<file path="src/rtl/ptsch_pkg.sv">
// ----------------------------------------------------------------------------
// ptsch_pkg
// Types and constants shared by the periodic timer scheduler and its cells.
// ----------------------------------------------------------------------------
package ptsch_pkg;

   localparam int DEFAULT_TIMERS = 16;
   localparam int MAX_RESULTS    = 16;
   localparam int CNT_W          = $clog2(MAX_RESULTS);
   localparam int TIME_W         = 32;
   localparam int PER_W          = 24;
   localparam int SLOT_W         = 4;
   localparam int KIND_W         = 2;
   localparam int STAT_W         = 2;

   localparam logic [KIND_W-1:0] KIND_ADD  = 2'd0;
   localparam logic [KIND_W-1:0] KIND_DEL  = 2'd1;
   localparam logic [KIND_W-1:0] KIND_TICK = 2'd2;

   localparam logic [STAT_W-1:0] STAT_ADDED   = 2'd0;
   localparam logic [STAT_W-1:0] STAT_FULL    = 2'd1;
   localparam logic [STAT_W-1:0] STAT_EXPIRED = 2'd2;
   localparam logic [STAT_W-1:0] STAT_DEL_ACK = 2'd3;

   typedef enum logic [1:0] {
      OP_NONE,
      OP_FREE,
      OP_DEL,
      OP_REARM
   } ptsch_op_type;

   typedef enum logic {
      MODE_DUE,
      MODE_ADD
   } ptsch_mode_type;

   typedef struct packed {
      ptsch_op_type         op;
      ptsch_mode_type       mode;
      logic [SLOT_W-1:0]    tid;
      logic [PER_W-1:0]     per;
   } ptsch_cmd_type;

   typedef struct packed {
      logic go;
      logic hit;
   } ptsch_tok_type;

endpackage

</file>
<file path="src/rtl/ptsch_cell.sv">
// ----------------------------------------------------------------------------
// ptsch_cell
// One timer slot. Holds deadline, period and busy/running marks, and passes
// the search token to the next cell, keeping the oldest due timer or
// claiming the token for an add.
// ----------------------------------------------------------------------------
module ptsch_cell
   import ptsch_pkg::*;
#(
   parameter int TIMERS = DEFAULT_TIMERS,
   parameter int INDEX  = 0,
   localparam int IW    = $clog2(TIMERS)
) (
   input  logic                clock,
   input  logic                reset,
   input  ptsch_cmd_type       cmd,
   input  logic [TIME_W-1:0]   now_ms,
   input  logic [IW-1:0]       rearm_idx,
   input  ptsch_tok_type       in_ctl,
   input  logic [TIME_W-1:0]   in_age,
   input  logic [IW-1:0]       in_idx,
   output ptsch_tok_type       out_ctl,
   output logic [TIME_W-1:0]   out_age,
   output logic [IW-1:0]       out_idx
);

   localparam int CW = (IW > SLOT_W) ? IW : SLOT_W;

   logic                busy_ff, busy_in;
   logic                running_ff, running_in;
   logic [TIME_W-1:0]   deadline_ff, deadline_in;
   logic [PER_W-1:0]    period_ff, period_in;
   ptsch_tok_type       ctl_ff, ctl_in;
   logic [TIME_W-1:0]   age_ff, age_in;
   logic [IW-1:0]       idx_ff, idx_in;

   logic [TIME_W-1:0]   age;
   logic                expired;
   logic                due;
   logic                better;

   assign age     = now_ms - deadline_ff;
   assign expired = ~age[TIME_W-1];
   assign due     = busy_ff & running_ff & expired;
   assign better  = ~in_ctl.hit | (age > in_age);

   always_comb begin
      busy_in     = busy_ff;
      running_in  = running_ff;
      deadline_in = deadline_ff;
      period_in   = period_ff;
      ctl_in      = in_ctl;
      age_in      = in_age;
      idx_in      = in_idx;

      if (in_ctl.go) begin
         unique case (cmd.mode)
            MODE_DUE: begin
               if (due && better) begin
                  ctl_in.hit = 1'b1;
                  age_in     = age;
                  idx_in     = IW'(INDEX);
               end
            end
            MODE_ADD: begin
               if (!in_ctl.hit && !busy_ff) begin
                  busy_in     = 1'b1;
                  running_in  = 1'b1;
                  period_in   = cmd.per;
                  deadline_in = now_ms + TIME_W'(cmd.per);
                  ctl_in.hit  = 1'b1;
                  idx_in      = IW'(INDEX);
               end
            end
            default: ;
         endcase
      end

      unique case (cmd.op)
         OP_NONE: ;
         OP_FREE: begin
            if (busy_ff && !running_ff && expired) begin
               busy_in = 1'b0;
            end
         end
         OP_DEL: begin
            if (CW'(cmd.tid) == CW'(INDEX)) begin
               running_in = 1'b0;
            end
         end
         OP_REARM: begin
            if (rearm_idx == IW'(INDEX)) begin
               deadline_in = now_ms + TIME_W'(period_ff);
            end
         end
         default: ;
      endcase
   end

   always_ff @(posedge clock) begin
      if (reset) begin
         busy_ff    <= 1'b0;
         running_ff <= 1'b0;
         ctl_ff     <= '0;
      end else begin
         busy_ff    <= busy_in;
         running_ff <= running_in;
         ctl_ff     <= ctl_in;
      end
      deadline_ff <= deadline_in;
      period_ff   <= period_in;
      age_ff      <= age_in;
      idx_ff      <= idx_in;
   end

   assign out_ctl = ctl_ff;
   assign out_age = age_ff;
   assign out_idx = idx_ff;

endmodule

</file>
<file path="config.mk">
export PLATFORM = sky130hd
export DESIGN_NAME = ptsch_cell
export DESIGN_NICKNAME = d
export VERILOG_FILES = /design/src/rtl/ptsch_pkg.sv /design/src/rtl/ptsch_cell.sv
export SDC_FILE = /design/constraint.sdc
export NUM_CORES = 1
export LEC_CHECK = 0
export ABC_CLOCK_PERIOD_IN_PS = 6000
export BUFFER_PORTS_ARGS = -buffer_cell sky130_fd_sc_hd__buf_2
export CORE_ASPECT_RATIO = 1.75
export CORE_MARGIN = 4
export CORE_UTILIZATION = 30
export CTS_BUF_LIST = sky130_fd_sc_hd__clkbuf_8
export CTS_CLUSTER_DIAMETER = 40
export DETAILED_ROUTE_END_ITERATION = 10
export SLEW_MARGIN = 15
export SYNTH_ARGS = -nofsm -noshare
export SYNTH_HDL_FRONTEND = slang
export SYNTH_SLANG_ARGS = --single-unit
</file>
<file path="constraint.sdc">
create_clock -name clock -period 6 [get_ports clock]
set_clock_uncertainty 0.05 [all_clocks]
set_input_delay 1.2 -clock clock [delete_from_list [all_inputs] [get_ports clock]]
set_output_delay 1.2 -clock clock [all_outputs]
set_load 0.1 [all_outputs]
</file>
* Yosys cells after proc, flatten, opt, wreduce, memory -nomap -nowiden
Cells that the tools add are included.
** Word-level totals
- Bits in registers :: 96
- Input bits :: 107
- Logic and storage cells :: 57
- Output and inout bits :: 38
** Cells by class
- Order comparisons :: 1
- $add $sub $neg :: 3
- Reductions and logical operators :: 10
- Mux-type cells :: 26
- Eq/ne operators :: 3
- Bitwise logic cells :: 6
** Operator list (number)
- 2-to-1 mux 32 bit :: 8
- adder 32 x 24 -> 32 bit :: 2
- > comparator 32 bit :: 1
- subtractor 32 bit :: 1
- 2-to-1 mux 1 bit :: 13
- 2-to-1 mux 4 bit :: 3
- logical NOT 4 bit :: 2
- one-hot mux 4 bit (2 select lines) :: 1
- equality test 2 bit (second input constant) :: 2
- logical AND 1 bit :: 4
- logical NOT 1 bit :: 3
- NOT 1 bit :: 3
- AND reduction 3 bit :: 1
- bitwise AND 1 bit :: 2
- equality test 2 x 1 -> 1 bit (second input constant) :: 1
- one-hot mux 1 bit (2 select lines) :: 1
- OR 1 bit :: 1

* Longest topological paths before layout
- Depth after elaboration :: 7
- Depth in mapped cells :: 22
- Mapped depth without buffers :: 21

* Worst setup path after synthesis
OpenSTA, ideal clock, no wires.
- Kind :: input to register
- Start point :: input now_ms[1]
- End point :: register age_ff[10], in the netlist out_age[10]
- Library setup time :: 0.121 ns
- Stages :: 19
- Path buffers :: 1
- Arrival time :: 5.098 ns
- Path slack :: 0.731 ns
- Data required time :: 5.829 ns
- Path through :: ha_1 nor2b_4 o31a_2 o41a_4 a311oi_4 o31ai_4 a31oi_4 o21bai_1 a211oi_1 xnor2_1 ha_1 nor2b_1 o21ai_0 and4b_1 o21ai_0 a21oi_1 nor3_4 buf_6 mux2_4
** On the way
- Cells in the longest elaborated chain, start to end :: 7
- Elaborated cells on any way between the ends :: 9
- Classes of those cells :: add/sub: 1; order compare: 1; mux: 3; bitwise: 3; reduce/logical: 1
** Ends and longest elaborated chain
- start: declaration :: RTL line ptsch_cell.sv:17 : input logic [TIME_W-1:0] now_ms,
- subtractor 32 bit * :: RTL line ptsch_cell.sv:42 : assign age = now_ms - deadline_ff;
- > comparator 32 bit / NOT 1 bit (equally long branches) :: RTL line ptsch_cell.sv:45, ptsch_cell.sv:43
- OR 1 bit / bitwise AND 1 bit (equally long branches) :: RTL line ptsch_cell.sv:45, ptsch_cell.sv:44
- logical AND 1 bit :: RTL line ptsch_cell.sv:59 : if (due && better) begin
- 2-to-1 mux 32 bit * :: RTL line ptsch_cell.sv:59
- 2-to-1 mux 32 bit * :: RTL line ptsch_cell.sv:57 : unique case (cmd.mode)
- 2-to-1 mux 32 bit * :: RTL line ptsch_cell.sv:56 : if (in_ctl.go) begin
- net age_in[10] :: RTL line ptsch_cell.sv:34 : logic [TIME_W-1:0] age_ff, age_in;
- end signal: assignment :: RTL line ptsch_cell.sv:112 : age_ff <= age_in;
- end: declaration :: RTL line ptsch_cell.sv:34
Mark *: on every way through the listed nets, which the timed path passes. The rest lies on a longest branch.
A chain may end at the register's enable or synchronous reset.

* Worst setup path after layout
- Start point :: input now_ms[0]
- End point :: register age_ff[21], in the netlist out_age[21]
The elaborated chain is that of the path after synthesis.

==> results by group <==
Run status
  – Status: finished, final reports clean

Setup path
  – Flop-to-flop setup slack: between 1000 and 1500 ps
  – Worst Path Max Fanout: 20
  – Worst setup path endpoint: out_age[21]$_DFF_P_
  – Critical Path Start Type: input port
  – Worst R2R End: out_age[21]$_DFF_P_
  – Crit. Startpoint: now_ms[0]
  – Worst R2R Path Depth: 18
  – Kind of critical path: input port to register
  – Arr. time, crit path: 5750 ps
  – Crit end category: register
  – Req. time, crit path: 6240 ps
  – Worst flop-to-flop path startpoint: deadline_ff[1]$_DFF_P_

Clock tree
  – Root Buffer: clkbuf_8
  – CTS clk-pin slew, worst paths: 90 ps
  – Cts bufs inserted: 9
  – CTS max path bufs: 2
  – Hold Buf Count CTS: 0
  – Clock Latency Late Sink: 400 ps
  – Setup Buffers After CTS: 0
  – Number of gates resized after cts: 0
  – H-tree levels: 3
  – Clock sink count: 96
  – CTS tree: done

Place
  – Routability cong.: 0.857
  – Number of port buffers: 144
  – Post-DP HPWL: ~21 mm
  – Dpl ws: between 60 and 70 ps

Floorplan
  – Die width: 134 um
  – Die Y: 229 um
  – IO Pins: approximately 150
  – FP Rows: 80
  – Initial core utilization: 0.305
  – Core footprint: 0.0273 mm^2
  – Die ar.: about 0.031 mm^2

Pwr
  – Static leakage: 4.45 nW
  – P_int: 1.52 mW
  – Clock Power Share: 0.158
  – Overall Power: 2.71 mW
  – Max rail drop VDD: 0.104 mV
  – Switch share: 0.438
  – Reg power frac: 0.288
  – Switching pwr: between 1 and 1.5 mW
  – Combinational share of power: 0.554
  – Power Density: 279 mW/mm^2

Global route
  – Vias in the first global route: 7618
  – Largest net degree at the start of global routing: 41
  – Initial antenna violation count: 5
  – GR Overflow Total: 0
  – First-pass GRT wire length: 39.2 mm
  – Total GRT Usage: 0.163

Yosys
  – Post-synth top area cell: dfxtp_1
  – Syn_area_per_cell: 8.59 um^2
  – Post-Syn Area: 0.00834 mm^2
  – Seq cells post-synth: 96
  – Synth cell count leaders: 111 x ha_1, 103 x a21oi_1, 87 x inv_1
  – Post-synth cell types: 68
  – Post-Synth XOR/XNOR Area: 0.0776
  – Mux contribution to synthesized area: 0.0551
  – Sequential area share after synthesis: 0.259
  – Post-Synth Adder-Cell Area: 0.174
  – Synth async-reset ratio: 0
  – Top cells by area, synth: dfxtp_1 17%, ha_1 17%, edfxtp_1 8.6%
  – Top FF cell, synth: dfxtp_1
  – Mapped Cells: 970
  – Ys Warns: 0
  – Top cell type's share of synthesized area: 0.173
  – Cell with the most instances after synthesis: ha_1
  – Post-Synth Simple-Gate Area: 0.136
  – Post-synth EDFFs: 24
  – Complex-gate fraction of the synthesized area: 0.244
  – Synthesized Nets: 1191
  – Largest family of logic cells by synthesized area: compound AO/OA/AOI/OAI gates

Timing
  – Final min period: 5500 ps
  – Final hold violation count: 0
  – Period utilization: 0.917
  – RSZ-0062 raised after global routing: no
  – Worst setup margin: 495 ps
  – Final Setup Violations: 0
  – Worst rel slew slack: 0.392
  – Setup_tns: 0 ps
  – Least-Margin Pin Slew: 912 ps
  – Highest clock rate: 0.182 GHz
  – Slew Viols, Final: 0

Cells and area
  – # fillers: around 2800
  – # nets final: approximately 1300
  – Synthesis-to-layout area growth: 16.4%
  – Final core utilization: 0.355
  – Proportion of layout cells with a drive suffix above 1: 0.192

Route
  – Vias per Instance: 5.11
  – Pre-antenna DRT Iters: 5
  – First DRT Iteration DRCs: between 200 and 300
  – DR vias: ~7600
  – WL final: 25.3 mm
  – Wire per inst: 17.0 um
  – DRC errors left: 0
  – ANT nets after route: 0

Job
  – Number of max-cap violations: 0

Hold path
  – Tightest Hold Check Type: register to register
[power groups by stage]
| stage | logic, mW | clock network [mW] | registers, mW |
|---|---|---|---|
| 2_1_floorplan | 1.02 | 0 | 0.886 |
| 3_3_place_gp | 1.48 | 0 | 0.795 |
| 3_5_place_dp | 1.49 | 0 | 0.795 |
| 4_1_cts | 1.50 | 0.446 | 0.781 |
| 5_1_grt | 1.67 | 0.464 | 0.789 |
| 6_report | 1.50 | 0.428 | 0.780 |
[cell type report]
cell class | instances | area (um^2) | share of cell area
Clock buffer | 11 | 151 | 0.0156
Sequential cell | 96 | 2160 | 0.223
Multi-Input combinational cell | 761 | 5730 | 0.590
Antenna cell | 4 | 10.0 | 0.00103
Tap cell | 369 | 462 | 0.0476
Timing Repair Buffer | 155 | 828 | 0.0854
Clock inverter | 5 | 30.0 | 0.00310
Inverter | 88 | 330 | 0.0341
[worst max-delay path, cell delays in order]
cell and delay (ps):
buf_2 100, inv_1 40, ha_1 240, fa_1 410, nand2b_1 180, a21oi_1 180
o21ai_0 200, o32ai_1 330, a21oi_1 190, a211oi_1 260, a211o_1 140, a21oi_1 70
xnor2_1 150, ha_1 300, and4_1 200, nand4_1 120, nor3_1 390, a21oi_1 190
nor3_4 300, buf_12 230, mux2_4 310
[kinds of logic after synthesis]
group / Yosys count
xor gates and xnor gates: 73
adders and majority gates: 114
and+or+nand+nor: 226
muxes: 34
buffers and inverters: 113
DFF: 96
AOI/OAI and AO/OA: 314
[stage by stage]
stage | area [um^2] | std cells | hold slack (ps)
finish | 9700 | 1489 | 427
global route | 9700 | 1489 | 457
CTS | 9690 | 1485 | 430
detailed placement | 9510 | 1469 | 417
global placement | 9510 | 1469 | 412
floorplan | 8340 | 970 | 395
[layout by cell type (no fill, tap or decap), types with 4 or more instances in the layout]
cell	n
dfxtp_1	72
o21a_1	17
nor2_1	54
nor3b_1	5
buf_4	9
and4_1	5
nand4_1	12
xor2_1	25
a21o_1	34
o21bai_1	8
o211ai_1	6
nand2_1	57
nor3_1	10
a21boi_0	6
buf_2	144
mux2i_1	5
ha_1	111
nand2b_1	13
nand3_1	26
a22oi_1	6
inv_1	87
mux2_2	7
mux2_4	22
nor2b_1	16
a31oi_1	11
a211oi_1	22
and2_1	7
and3_1	9
o31ai_1	5
edfxtp_1	24
clkbuf_8	11
a21oi_1	103
xnor2_1	47
o21ai_0	58
diode_2	4
or3_1	4
[flip-flops by register name, summed over array words and instances (netlist names)]
name / count
busy_ff: 1
deadline_ff: 32
out_age: 32
out_ctl: 2
out_idx: 4
period_ff: 24
running_ff: 1
[worst min-delay path by stage]
stage,startpoint,to,slack [ps],depth (start not counted)
final,deadline_ff[6]$_DFF_P_,deadline_ff[6]$_DFF_P_,430,2
after global routing,deadline_ff[6]$_DFF_P_,deadline_ff[6]$_DFF_P_,460,2
after CTS,deadline_ff[6]$_DFF_P_,deadline_ff[6]$_DFF_P_,430,2
after detailed placement,deadline_ff[6]$_DFF_P_,deadline_ff[6]$_DFF_P_,420,2
after global placement,deadline_ff[6]$_DFF_P_,deadline_ff[6]$_DFF_P_,410,2
after floorplan,busy_ff$_SDFF_PP0_,busy_ff$_SDFF_PP0_,400,2
[layer usage]
| metal | up-vias | part of all wire | GRT usage |
|---|---|---|---|
| li1 | 3810 | - | - |
| met5 | - | 0.00028 | 0 |
| met1 | 3563 | 0.37 | 0.164 |
| met2 | 184 | 0.55 | 0.317 |
| met4 | 2 | 0.040 | 0.0763 |
| met3 | 47 | 0.039 | 0.0286 |
Power figures use the tool's default switching activity.
